## src/atlas_request_selector_core_assert.svh

```systemverilog
// ----------------------------------------------------------------------------
// Assertion macros for the request selector
// Implication checks on the clock, held off while reset is high.
// ----------------------------------------------------------------------------
`ifndef ATLAS_REQUEST_SELECTOR_CORE_ASSERT_SVH
`define ATLAS_REQUEST_SELECTOR_CORE_ASSERT_SVH

`ifndef SYNTHESIS

`define ARS_ASSERT_SAME(label, clk, rst, ante, cons) \
  label: assert property (@(posedge clk) disable iff (rst) (ante) |-> (cons)) \
    else $error("assertion failed: same-cycle implication");

`define ARS_ASSERT_NEXT(label, clk, rst, ante, cons) \
  label: assert property (@(posedge clk) disable iff (rst) (ante) |=> (cons)) \
    else $error("assertion failed: next-cycle implication");

`else

`define ARS_ASSERT_SAME(label, clk, rst, ante, cons)

`define ARS_ASSERT_NEXT(label, clk, rst, ante, cons)

`endif

`endif

```

## src/ars_pkg.sv

```systemverilog
// ----------------------------------------------------------------------------
// ars_pkg
// Widths and shared types of the request selector.
// ----------------------------------------------------------------------------
package ars_pkg;

  localparam int unsigned BUFFER_DEPTH = 32;
  localparam int unsigned NUM_THREADS  = 16;
  localparam int unsigned TIME_W       = 32;
  localparam int unsigned ID_W         = $clog2(BUFFER_DEPTH);
  localparam int unsigned RANK_W       = $clog2(NUM_THREADS);

  typedef logic [ID_W-1:0]   id_t;
  typedef logic [TIME_W-1:0] time_t;
  typedef logic [RANK_W-1:0] rank_t;

  typedef struct packed {
    id_t   entry_id;
    time_t arrive_time;
    rank_t thread_rank;
    logic  row_ready;
    time_t current_time;
    logic  last_entry;
  } item_t;

endpackage

```

## src/ars_req_if.sv

```systemverilog
// ----------------------------------------------------------------------------
// ars_req_if
// Request entry channel: one buffer entry per transaction.
// ----------------------------------------------------------------------------
interface ars_req_if;
  import ars_pkg::*;

  logic  valid;
  logic  ready;
  id_t   entry_id;
  time_t arrive_time;
  rank_t thread_rank;
  logic  row_ready;
  time_t current_time;
  logic  last_entry;

  modport source (
    output valid, entry_id, arrive_time, thread_rank, row_ready, current_time,
           last_entry,
    input  ready
  );

  modport sink (
    input  valid, entry_id, arrive_time, thread_rank, row_ready, current_time,
           last_entry,
    output ready
  );
endinterface

```

## src/ars_rsp_if.sv

```systemverilog
// ----------------------------------------------------------------------------
// ars_rsp_if
// Result channel: the chosen slot of one scan per transaction.
// ----------------------------------------------------------------------------
interface ars_rsp_if;
  import ars_pkg::*;

  logic valid;
  logic ready;
  id_t  best_id;

  modport source (output valid, best_id, input ready);
  modport sink   (input valid, best_id, output ready);
endinterface

```

## src/ars_cfg_if.sv

```systemverilog
// ----------------------------------------------------------------------------
// ars_cfg_if
// Configuration write channel for the age threshold register.
// ----------------------------------------------------------------------------
interface ars_cfg_if;
  import ars_pkg::*;

  logic  valid;
  logic  ready;
  time_t data;

  modport source (output valid, data, input ready);
  modport sink   (input valid, data, output ready);
endinterface

```

## src/atlas_request_selector_core.sv

```systemverilog
// ----------------------------------------------------------------------------
// atlas_request_selector_core
// Running-best request picker for a memory controller scan.
// ----------------------------------------------------------------------------
// One buffer entry is taken per cycle unless a last entry is stalled. An entry
// is registered, then its age and the held best's age are checked against the
// threshold, and the priority compare updates the running best when the
// selector takes it; taking the entry marked last loads best_id. The result
// register decouples the output side: entries keep flowing while a result
// waits, and only a further last entry stalls behind an untaken result.
// The threshold register takes a write in any cycle; write it while idle.
module atlas_request_selector_core (
  input  logic     clk,
  input  logic     rst,
  ars_cfg_if.sink  cfg,
  ars_req_if.sink  req,
  ars_rsp_if.source rsp
);
  import ars_pkg::*;

  `include "atlas_request_selector_core_assert.svh"

  time_t age_threshold;
  logic  s1_valid;
  item_t s1_item;
  logic  advance;

  assign cfg.ready = 1'b1;

  always_ff @(posedge clk) begin
    if (rst) begin
      age_threshold <= '0;
    end else if (cfg.valid && cfg.ready) begin
      age_threshold <= cfg.data;
    end
  end

  ars_input_stage u_input (
    .clk      (clk),
    .rst      (rst),
    .req      (req),
    .advance  (advance),
    .s1_valid (s1_valid),
    .s1_item  (s1_item)
  );

  ars_select u_select (
    .clk           (clk),
    .rst           (rst),
    .age_threshold (age_threshold),
    .s1_valid      (s1_valid),
    .s1_item       (s1_item),
    .advance       (advance),
    .rsp           (rsp)
  );

  `ARS_ASSERT_NEXT(a_last_gives_result, clk, rst, advance && s1_item.last_entry, rsp.valid)
  `ARS_ASSERT_NEXT(a_no_spurious_result, clk, rst, !rsp.valid && !(advance && s1_item.last_entry), !rsp.valid)
  `ARS_ASSERT_NEXT(a_stalled_entry_held, clk, rst, s1_valid && !advance, s1_valid && $stable(s1_item))
  `ARS_ASSERT_SAME(a_stall_only_on_last, clk, rst, s1_valid && !advance, s1_item.last_entry && rsp.valid && !rsp.ready)
endmodule

```

## src/ars_input_stage.sv

```systemverilog
// ----------------------------------------------------------------------------
// ars_input_stage
// Input register: captures one entry and holds it until the selector takes it.
// ----------------------------------------------------------------------------
module ars_input_stage (
  input  logic           clk,
  input  logic           rst,
  ars_req_if.sink        req,
  input  logic           advance,
  output logic           s1_valid,
  output ars_pkg::item_t s1_item
);
  import ars_pkg::*;

  logic req_fire;
  logic s1_valid_next;

  assign req.ready = !s1_valid || advance;
  assign req_fire  = req.valid && req.ready;

  always_comb begin
    priority if (req_fire) begin
      s1_valid_next = 1'b1;
    end else if (advance) begin
      s1_valid_next = 1'b0;
    end else begin
      s1_valid_next = s1_valid;
    end
  end

  always_ff @(posedge clk) begin
    if (rst) begin
      s1_valid <= 1'b0;
    end else begin
      s1_valid <= s1_valid_next;
    end
  end

  always_ff @(posedge clk) begin
    if (req_fire) begin
      s1_item.entry_id     <= req.entry_id;
      s1_item.arrive_time  <= req.arrive_time;
      s1_item.thread_rank  <= req.thread_rank;
      s1_item.row_ready    <= req.row_ready;
      s1_item.current_time <= req.current_time;
      s1_item.last_entry   <= req.last_entry;
    end
  end
endmodule

```

## src/ars_select.sv

```systemverilog
// ----------------------------------------------------------------------------
// ars_select
// Compares the registered entry with the running best and holds the result.
// ----------------------------------------------------------------------------
module ars_select (
  input  logic           clk,
  input  logic           rst,
  input  ars_pkg::time_t age_threshold,
  input  logic           s1_valid,
  input  ars_pkg::item_t s1_item,
  output logic           advance,
  ars_rsp_if.source      rsp
);
  import ars_pkg::*;

  logic  have_best;
  id_t   best_slot;
  time_t best_arrival;
  rank_t best_rank;
  logic  best_ready;
  logic  out_valid;
  id_t   out_id;

  time_t new_age;
  time_t held_age;
  logic  new_over;
  logic  held_over;
  logic  new_wins;
  logic  take;
  logic  out_free;

  // held best's age is taken against this entry's time stamp
  assign new_age   = s1_item.current_time - s1_item.arrive_time;
  assign held_age  = s1_item.current_time - best_arrival;
  assign new_over  = new_age > age_threshold;
  assign held_over = held_age > age_threshold;

  always_comb begin
    priority if (new_over != held_over) begin
      new_wins = new_over;
    end else if (s1_item.thread_rank != best_rank) begin
      new_wins = s1_item.thread_rank < best_rank;
    end else if (s1_item.row_ready != best_ready) begin
      new_wins = s1_item.row_ready;
    end else begin
      new_wins = s1_item.arrive_time < best_arrival;
    end
  end

  assign take     = !have_best || new_wins;
  assign out_free = !out_valid || rsp.ready;
  assign advance  = s1_valid && (!s1_item.last_entry || out_free);

  always_ff @(posedge clk) begin
    if (rst) begin
      have_best <= 1'b0;
      out_valid <= 1'b0;
    end else begin
      if (advance) begin
        have_best <= !s1_item.last_entry;
      end
      if (advance && s1_item.last_entry) begin
        out_valid <= 1'b1;
      end else if (rsp.ready) begin
        out_valid <= 1'b0;
      end
    end
  end

  always_ff @(posedge clk) begin
    if (advance && take) begin
      best_slot    <= s1_item.entry_id;
      best_arrival <= s1_item.arrive_time;
      best_rank    <= s1_item.thread_rank;
      best_ready   <= s1_item.row_ready;
    end
    if (advance && s1_item.last_entry) begin
      out_id <= take ? s1_item.entry_id : best_slot;
    end
  end

  assign rsp.valid   = out_valid;
  assign rsp.best_id = out_id;
endmodule

```

## src/flat_wrapper.sv

```systemverilog
// flat-port wrapper written by rule: the top's interface ports become plain ports
module atlas_request_selector_core_flat import ars_pkg::*;
  (clk, rst, cfg_valid, cfg_data, cfg_ready, req_valid, req_entry_id, req_arrive_time, req_thread_rank, req_row_ready, req_current_time, req_last_entry, req_ready, rsp_valid, rsp_best_id, rsp_ready);
  ars_cfg_if cfg_i ();
  ars_req_if req_i ();
  ars_rsp_if rsp_i ();
  input  logic clk;
  input  logic rst;
  input wire logic [$bits(cfg_i.valid)-1:0] cfg_valid;
  input wire logic [$bits(cfg_i.data)-1:0] cfg_data;
  output wire logic [$bits(cfg_i.ready)-1:0] cfg_ready;
  input wire logic [$bits(req_i.valid)-1:0] req_valid;
  input wire logic [$bits(req_i.entry_id)-1:0] req_entry_id;
  input wire logic [$bits(req_i.arrive_time)-1:0] req_arrive_time;
  input wire logic [$bits(req_i.thread_rank)-1:0] req_thread_rank;
  input wire logic [$bits(req_i.row_ready)-1:0] req_row_ready;
  input wire logic [$bits(req_i.current_time)-1:0] req_current_time;
  input wire logic [$bits(req_i.last_entry)-1:0] req_last_entry;
  output wire logic [$bits(req_i.ready)-1:0] req_ready;
  output wire logic [$bits(rsp_i.valid)-1:0] rsp_valid;
  output wire logic [$bits(rsp_i.best_id)-1:0] rsp_best_id;
  input wire logic [$bits(rsp_i.ready)-1:0] rsp_ready;
  assign cfg_i.valid = cfg_valid;
  assign cfg_i.data = cfg_data;
  assign cfg_ready = cfg_i.ready;
  assign req_i.valid = req_valid;
  assign req_i.entry_id = req_entry_id;
  assign req_i.arrive_time = req_arrive_time;
  assign req_i.thread_rank = req_thread_rank;
  assign req_i.row_ready = req_row_ready;
  assign req_i.current_time = req_current_time;
  assign req_i.last_entry = req_last_entry;
  assign req_ready = req_i.ready;
  assign rsp_valid = rsp_i.valid;
  assign rsp_best_id = rsp_i.best_id;
  assign rsp_i.ready = rsp_ready;
  atlas_request_selector_core u_core (.clk(clk), .rst(rst), .cfg(cfg_i), .req(req_i), .rsp(rsp_i));
endmodule
```

## config.mk

```make
export PLATFORM = sky130hd
export DESIGN_NAME = atlas_request_selector_core_flat
export DESIGN_NICKNAME = d
export VERILOG_FILES = /design/src/ars_pkg.sv /design/src/ars_req_if.sv /design/src/ars_rsp_if.sv /design/src/ars_cfg_if.sv /design/src/atlas_request_selector_core.sv /design/src/ars_input_stage.sv /design/src/ars_select.sv /design/src/flat_wrapper.sv
export VERILOG_INCLUDE_DIRS = /design/src /design/src/src
export SDC_FILE = /design/constraint.sdc
export NUM_CORES = 1
export LEC_CHECK = 0
export BUFFER_PORTS_ARGS = -buffer_cell sky130_fd_sc_hd__buf_2
export CORE_MARGIN = 1.5
export CORE_UTILIZATION = 40
export DETAILED_ROUTE_END_ITERATION = 16
export SLEW_MARGIN = 20
export SYNTH_ARGS = -nofsm -noshare
export SYNTH_HDL_FRONTEND = slang
export SYNTH_SLANG_ARGS = --single-unit
```

## constraint.sdc

```tcl
create_clock -name clk -period 14.7 [get_ports clk]
set_input_delay 0.735 -clock clk [delete_from_list [all_inputs] [get_ports clk]]
set_output_delay 0.735 -clock clk [all_outputs]
set_load 0.02 [all_outputs]
```

==> flow_summary.ini, run 1 <==
[finish]
multiInputGateArea_mm2 = 0.00581
nets = 1432
n_fill_cell = 2528
seq_area_mm2 = 0.00436
area_growth_pct = 15.0
layout-drive-gt1-share_pct = 14.5
final_area_mm2 = 0.0122
antenna_cells = 0

[floorplan]
core.rowCount = 59
core_area_mm2 = 0.0261
die_x_um = 166
dieHeight_um = 166
initial_core_util_pct = 40.8
dieArea_mm2 = 0.0275
ios = 120

[timing]
max_freq_mhz = 157
slew_headroom_pct = 29.9
clock_skew_ns = 0.0159
drv_slew = 0
hold_violations = 0
period_needed_ns = 6.38
tns_ns = 0
period_share_pct = 43.4
worst_slew_pin_slew_ns = 1.05
setup_viol = 0
rsz0062_at_grt = false

[clock_network]
cts_hold_buf = 0
htree_levels = 4
clock_latency_ns = 0.44
post-cts-setup-buffers = 0
cts_root_buf = clkbuf_16
cts-resized-gates = 0
clock_sinks = 157
cts.clk_slew.worst_paths_ns = 0.07
cts_max_path_buffers = 2
cts_tree = built
cts_made_buffers = 17

[logic_synthesis]
ys_ff_latch = 157
yosys_warnings = 0
synth_edf_count = 122
synthFlopType = edfxtp_1
synth.area.top_cells = edfxtp_1, ha_1, dfxtp_1
synth_most_common_cell = ha_1
syn_avg_cell_area_um2 = 10.3
yosysUniqueCellTypes = 61
synthCells = 1029
syn_area_mm2 = 0.0106
synth-async-reset-ratio_pct = 0
synth_commonest_cells = ha_1, edfxtp_1, inv_1
synth-seq-area-share_pct = 41.1
yosys.area.top_type = edfxtp_1
yosysTopAreaCellShare_pct = 34.5
synthesis.nets = 1304

[critical_path]
slowest_stage = nor4_2
worstPathArrival_ns = 6.48
cp_max_fo = 23
path_cells = ha_1 -> a2111oi_2 -> inv_1 -> o2111ai_1 -> and4bb_1 -> nand3b_1 -> nand3_1 -> a221oi_2 -> nor2_1 -> a311o_1 -> ha_1 -> nand4_1 -> nor4_2 -> nand4_1 -> nand2_1 -> nor2_1 -> a41o_1 -> o21a_1 -> a2111oi_2 -> buf_4
cpPeakStageDelay_ns = 0.59
required_ns = 14.80
cp-end-kind = flop
start_kind = flop
path_class = flop to flop
r2r_setup_slack_ns = 8.32

[run_status]
status = complete, no violations

[pwr]
clockPowerShare_pct = 33.4
power.internal_mw = 0.893
static-leakage-power_nw = 5.46
switching_power_mw = 0.406
vdd_drop_max_mv = 0.0550
seqPwrFrac_pct = 40.3
p_sw_share_pct = 31.3
p_comb_share_pct = 26.2
powerDensity_mw_per_mm2 = 106

[global_routing]
grt_start_max_net_pins = 44
grt_pass1_vias = 7811
grt_first_pass_wirelength_um = 40600
grt_use_total_pct = 18.8
antenna_found_initial = 1
grt_overflow_total = 0

[worst_hold_path]
hold_path_class = flop to flop

[route]
first_pass_iters = 5
vias = 7953
drc = 0
vias_per_cell = 5.29
ant_nets = 0
drt_iter0_markers = 475
wl_per_cell_um = 17.3
wirelength_um = 26000

[placement]
gp_congestion = 0.892
io_buffers = 118
dp_hpwl_um = 20900
placed_area_mm2 = 0.0116

[run]
drv_cap = 0
==> stage by stage <==
stage	setup slack [ns]	std cells	power, mW	utilization, %	hold WS [ns]
final	8.32	1504	1.30	46.9	0.454
after global routing	7.82	1504	1.37	46.9	0.459
after CTS	8.36	1503	1.31	46.7	0.457
after detailed placement	8.48	1472	0.870	44.6	0.438
after global placement	8.63	1472	0.864	44.6	0.448
after floorplan	3.13	1029	0.778	-	0.420
==> critical path, delay by kind of cell (launching register included) <==
kind,cells,cell delay (ns)
DFF,1,0.42
and+or+nand+nor,9,1.91
buffers and inverters,2,0.47
adders and majority gates,2,0.66
AOI/OAI and AO/OA,7,2.59
==> layout by cell type (no fill, tap or decap), types with 13 or more instances in the layout <==
master and count:
inv_1 113, dfxtp_1 35, o211ai_1 14, nand2b_1 14
o21ai_0 50, mux2i_1 32, a21o_1 53, buf_2 118
a21oi_1 75, clkbuf_16 17, edfxtp_1 122, ha_1 161
a211oi_1 13, xor2_1 17, nor2b_1 17, xnor2_1 35
nand4_1 20, nor2_1 77, nand2_1 29, nand3_1 21
o21a_1 15
==> registers in the layout (all words and copies together) (netlist names) <==
name and flops:
u_core.u_input.s1_valid 1, u_core.u_select.best_arrival 32, u_core.u_select.have_best 1, u_core.u_select.best_rank 4
u_core.u_select.rsp.valid 1, u_core.age_threshold 32, u_core.u_select.rsp.best_id 5, u_core.u_select.best_slot 5
u_core.u_input.s1_item 75, u_core.u_select.best_ready 1
==> logic make-up (layout without fill, tap and decap cells) <==
| group | count (synthesis) | count (layout) | synth area share, % |
|---|---|---|---|
| mux | 32 | 32 | 3.02 |
| xor+xnor | 52 | 52 | 4.29 |
| other cells | 1 | 1 | 0.0353 |
| buf+inv | 126 | 266 | 4.49 |
| flops | 157 | 157 | 41.1 |
| simple gates | 215 | 215 | 9.99 |
| compound gates | 283 | 283 | 17.7 |
| fa+ha+maj | 163 | 163 | 19.3 |
==> layer usage <==
metal / vias to the layer above / global-route usage, % / share of wire, %
li1: 4051 / - / -
met1: 3683 / 27.1 / 51
met2: 185 / 28.6 / 42
met3: 32 / 3.05 / 4.4
met4: 2 / 6.31 / 2.0
met5: - / 0 / 0.035
==> path summary, 6_finish.rpt <==
kind / depth (start not counted) / to / from
setup reg to reg: 20 / u_core.u_select.best_arrival[2] / u_core.u_input.s1_item[5]
hold / removal: 0 / u_core.u_select.best_slot[4] / u_core.u_input.s1_item[74]
setup / recovery: 20 / u_core.u_select.best_arrival[2] / u_core.u_input.s1_item[5]
hold reg to reg: 0 / u_core.u_select.best_slot[4] / u_core.u_input.s1_item[74]
==> area by class of cell <==
class	instances	area share, %
Multi-Input combinational cell	746	47.5
Sequential cell	157	35.7
Timing Repair Buffer	122	5.25
Clock buffer	18	3.51
Inverter	113	3.47
Tap cell	335	3.43
Clock inverter	13	1.06
==> power by group through the flow <==
stage	clock network [mW]	logic [mW]	registers [mW]
3_3_place_gp	0	0.332	0.533
6_report	0.434	0.341	0.524
2_1_floorplan	0	0.248	0.530
3_5_place_dp	0	0.336	0.534
4_1_cts	0.442	0.340	0.524
5_1_grt	0.460	0.387	0.526
Power figures use the tool's default switching activity.
==> inputs of run 2 (changes only) <==
- clock period: 14.7 -> 5.5 ns (I/O delays scaled with it)
==> flow_summary.ini, run 2 (synthesized netlist as in run 1, its figures left out) <==
[route]
wirelength_um = 26900
wl_per_cell_um = 17.1
drc = 0
ant_nets = 0
vias = 8259
first_pass_iters = 5
vias_per_cell = 5.24
drt_iter0_markers = 423

[timing]
rsz0062_at_grt = true
setup_slack_ns = -0.0363
clock_skew_ns = 0.0206
hold_violations = 0
period_share_pct = 101
period_needed_ns = 5.54
max_freq_mhz = 181
slew_headroom_pct = 34.8
setup_viol = 32
worst_slew_pin_slew_ns = 0.978
drv_slew = 0

[finish]
top_register = u_core.u_input.s1_item
n_fill_cell = 2420
layout.cells.non_filler = 1575
post-route-util_pct = 49.9
layout_commonest_cell = ha_1
antenna_cells = 0
final_cell_mix = ha_1, edfxtp_1, buf_2
reg.largest.list = u_core.u_input.s1_item: 75 flops, u_core.age_threshold: 32 flops, u_core.u_select.best_arrival: 32 flops
area_growth_pct = 22.5
nets = 1502
largest_register_ffs = 75
layout-drive-gt1-share_pct = 16.8

[clock_network]
clock_latency_ns = 0.44
htree_levels = 4
cts_max_path_buffers = 2
cts.clk_slew.worst_paths_ns = 0.07
cts_root_buf = clkbuf_16
cts_made_buffers = 17
cts_tree = built
clock_sinks = 157

[global_routing]
grt_pass1_vias = 7996
grt_start_max_net_pins = 43
grt_first_pass_wirelength_um = 41700
grt_use_total_pct = 19.4
grt_overflow_total = 0
antenna_found_initial = 0

[placement]
io_buffers = 118
placed_cells = 1483
place_ws_ns = 0.0740
gp_congestion = 0.865
dp_hpwl_um = 21000

[worst_hold_path]
hold_path_class = input port to flop

[critical_path]
worstPathArrival_ns = 5.68
start_kind = flop
cp_max_fo = 8
cp-end-kind = flop
path_class = flop to flop
required_ns = 5.64

[floorplan]
dieArea_mm2 = 0.0275
core.rowCount = 59
initial_core_util_pct = 40.8
core_area_mm2 = 0.0261
dieHeight_um = 166
die_x_um = 166
ios = 120

[pwr]
vdd_drop_max_mv = 0.187
powerDensity_mw_per_mm2 = 274
static-leakage-power_nw = 5.80

[run_status]
violations = negative setup slack
status = finished with violations

[run]
drv_cap = 0
==> run 2: final timing paths <==
kind	from	endpoint	slack (ns)	depth (start not counted)
worst max register to register	u_core.u_select.best_arrival[4]	u_core.u_select.best_arrival[16]	-0.04	22
worst min register to register	u_core.u_input.s1_item[34]	u_core.u_select.best_rank[0]	0.46	0
worst max-delay path	u_core.u_select.best_arrival[4]	u_core.u_select.best_arrival[16]	-0.04	22
worst min-delay path	req_current_time[28]	u_core.u_input.s1_item[29]	0.02	1
==> run 2: power breakdown <==
| group | switching, mW | total [mW] | internal [mW] | leakage, nW |
|---|---|---|---|---|
| logic | 0.543 | 1.00 | 0.458 | 4.07 |
| clock network | 0.526 | 1.16 | 0.635 | 0.263 |
| registers | 0.0442 | 1.40 | 1.36 | 1.46 |
| total | 1.11 | 3.56 | 2.45 | 5.80 |
==> run 2: routing by layer <==
metal	vias up	part of all wire, %	track usage [%]
li1	4190	-	-
met1	3836	47	25.8
met2	216	48	32.6
met3	17	4.4	3.53
met4	0	0.94	4.47
met5	-	0	0
==> run 2: cell type report <==
type / instances / area, µm² / area share, %
multi-input combinational: 746 / 5940 / 45.7
sequential: 157 / 4360 / 33.6
timing repair buffer: 192 / 1300 / 9.97
clock buffer: 19 / 433 / 3.33
inverter: 113 / 424 / 3.26
tap: 335 / 419 / 3.22
clock inverter: 13 / 130 / 1.00
==> run 2: what timing repair did <==
item	CTS	global route
hold endpoints to repair	45	2
hold buffers	45	2
setup buffers	0	10
setup endpoints to repair	0	47
gates resized for setup	0	14
==> run 2: through the flow <==
stage          area, µm²  TNS (ns)  total power, mW  hold slack, ns
2_1_floorplan      10700    -14.57             2.09           0.374
3_3_place_gp       11800         0             2.35           0.451
3_5_place_dp       11800         0             2.36           0.450
4_1_cts            12800         0             3.57       0.0000442
5_1_grt            13000    -12.24             3.77         0.00146
6_report           13000    -0.673             3.56          0.0164
==> run 2: critical path: stages (launching register included) <==
cell,delay (ns)
edfxtp_1,0.39
inv_2,0.10
ha_4,0.22
a2111oi_4,0.37
inv_1,0.09
o2111ai_2,0.23
and4bb_2,0.31
nand3b_1,0.14
nand3_2,0.13
a221oi_4,0.38
nor2_1,0.07
a311o_1,0.28
ha_1,0.29
nand4_1,0.21
nor4_4,0.44
nand4_1,0.26
nand2_1,0.13
nor2_1,0.05
a41o_1,0.22
o21a_2,0.24
a2111oi_4,0.31
buf_6,0.20
clkbuf_16,0.17
==> inputs of run 3 (changes only) <==
- CTS_BUF_LIST: default -> sky130_fd_sc_hd__clkbuf_2
==> flow_summary.ini, run 3 (synthesized netlist as in run 1, its figures left out) <==
[run_status]
status = complete, no violations

[pwr]
seqPwrFrac_pct = 45.0
vdd_drop_max_mv = 0.112
powerDensity_mw_per_mm2 = 231
static-leakage-power_nw = 6.03
power.internal_mw = 2.03
switching_power_mw = 1.08
p_sw_share_pct = 34.6
clockPowerShare_pct = 21.1
p_comb_share_pct = 34.0

[timing]
setup_viol = 0
hold_violations = 0
slew_headroom_pct = 33.9
max_freq_mhz = 189
setup_slack_ns = 0.207
period_needed_ns = 5.29
rsz0062_at_grt = true
period_share_pct = 96.2
worst_slew_pin_slew_ns = 0.992
drv_slew = 0
clock_skew_ns = 0.0613
tns_ns = 0

[route]
ant_nets = 0
wl_per_cell_um = 16.9
vias = 8584
first_pass_iters = 5
drt_iter0_markers = 434
wirelength_um = 27900
vias_per_cell = 5.18
drc = 0

[floorplan]
core.rowCount = 59
dieArea_mm2 = 0.0275
ios = 120
dieHeight_um = 166
die_x_um = 166
core_area_mm2 = 0.0261
initial_core_util_pct = 40.8

[finish]
layout_commonest_cell = ha_1
largest_register_ffs = 75
reg.largest.list = u_core.u_input.s1_item: 75 flops, u_core.age_threshold: 32 flops, u_core.u_select.best_arrival: 32 flops
final_cell_mix = ha_1, dlygate4sd3_1, edfxtp_1
top_register = u_core.u_input.s1_item
n_fill_cell = 2391
final_area_mm2 = 0.0135
post-route-util_pct = 51.7
nets = 1581
layout-drive-gt1-share_pct = 16.3
layout.cells.non_filler = 1656
area_growth_pct = 26.8

[clock_network]
cts_max_path_buffers = 2
cts.clk_slew.worst_paths_ns = 0.28
htree_levels = 4
clock_sinks = 157
cts_root_buf = clkbuf_2
clock_latency_ns = 0.79
cts_tree = built
cts_made_buffers = 17

[placement]
gp_congestion = 0.865
placed_area_mm2 = 0.0118
io_buffers = 118
place_ws_ns = 0.0740
placed_cells = 1483
dp_hpwl_um = 21000

[critical_path]
path_class = flop to flop
cp_max_fo = 16
worstPathArrival_ns = 5.78
start_kind = flop
cp-end-kind = flop
required_ns = 5.99

[global_routing]
antenna_found_initial = 2
grt_overflow_total = 0
grt_first_pass_wirelength_um = 44100
grt_use_total_pct = 20.5
grt_pass1_vias = 8585
grt_start_max_net_pins = 43

[run]
drv_cap = 0

[worst_hold_path]
hold_path_class = input port to flop
[run 3: metrics by stage]
step / power (mW) / hold WS [ns]
global placement: 2.35 / 0.451
global route: 3.31 / 0.0696
detailed placement: 2.36 / 0.450
floorplan: 2.09 / 0.374
finish: 3.11 / 0.173
CTS: 3.12 / 0.0575
[run 3: path summary, 6_finish.rpt]
check / to / slack [ns] / cells past startpoint / start
worst min-delay path: u_core.u_input.s1_item[5] / 0.17 / 2 / req_current_time[4]
worst min register to register: u_core.u_select.best_arrival[18] / 0.49 / 0 / u_core.u_input.s1_item[56]
worst max-delay path: u_core.u_select.best_arrival[25] / 0.21 / 25 / u_core.u_input.s1_item[1]
worst max register to register: u_core.u_select.best_arrival[25] / 0.21 / 25 / u_core.u_input.s1_item[1]
[run 3: routing by layer]
layer  track usage, %  up-vias  part of all wire (%)
li1                 -     4359                     -
met1             26.6     3981                    46
met2             34.8      207                    47
met3             3.77       37                   4.3
met4             5.72        0                   2.1
met5                0        -                     0
[run 3: power by group through the flow]
| stage | Combinational (mW) | Clock, mW | Sequential, mW |
|---|---|---|---|
| floorplan | 0.678 | 0 | 1.41 |
| global placement | 0.931 | 0 | 1.42 |
| detailed placement | 0.939 | 0 | 1.43 |
| CTS | 1.03 | 0.687 | 1.40 |
| global route | 1.18 | 0.721 | 1.41 |
| finish | 1.06 | 0.655 | 1.40 |
[run 3: cell type report]
cell class	instances	area [µm²]	area share [%]
repair buffers	271	2080	15.4
multi-input cells	746	5950	44.2
diodes	2	5.00	0.0372
well taps	335	419	3.11
clock inverters	13	130	0.966
clock buffers	19	95.1	0.706
flip-flops and latches	157	4360	32.4
inverters	113	424	3.15
[run 3: critical path: stages, from the launching register on]
cell	delay (ns)
edfxtp_1	0.43
inv_1	0.09
ha_1	0.17
inv_1	0.06
fa_2	0.36
a21oi_2	0.19
o21ai_1	0.14
a211oi_2	0.30
o31ai_4	0.12
a31oi_4	0.23
buf_4	0.14
buf_4	0.10
o21bai_1	0.06
a211oi_1	0.23
nor2_1	0.09
ha_1	0.30
nand4_1	0.17
nor4_4	0.34
nand4_1	0.25
nand2_1	0.14
nor2_1	0.05
a41o_1	0.22
o21a_2	0.24
a2111oi_4	0.24
buf_4	0.18
buf_12	0.15
[run 3: repair_timing]
item | in CTS | in global routing
buffers inserted | 10 | 4
hold buffers | 123 | 0
resized for setup | 3 | 10
pin swaps | 10 | 10
cloned | 1 | 1
setup endpoints to repair | 19 | 47
endpoints found under the hold margin | 110 | 0
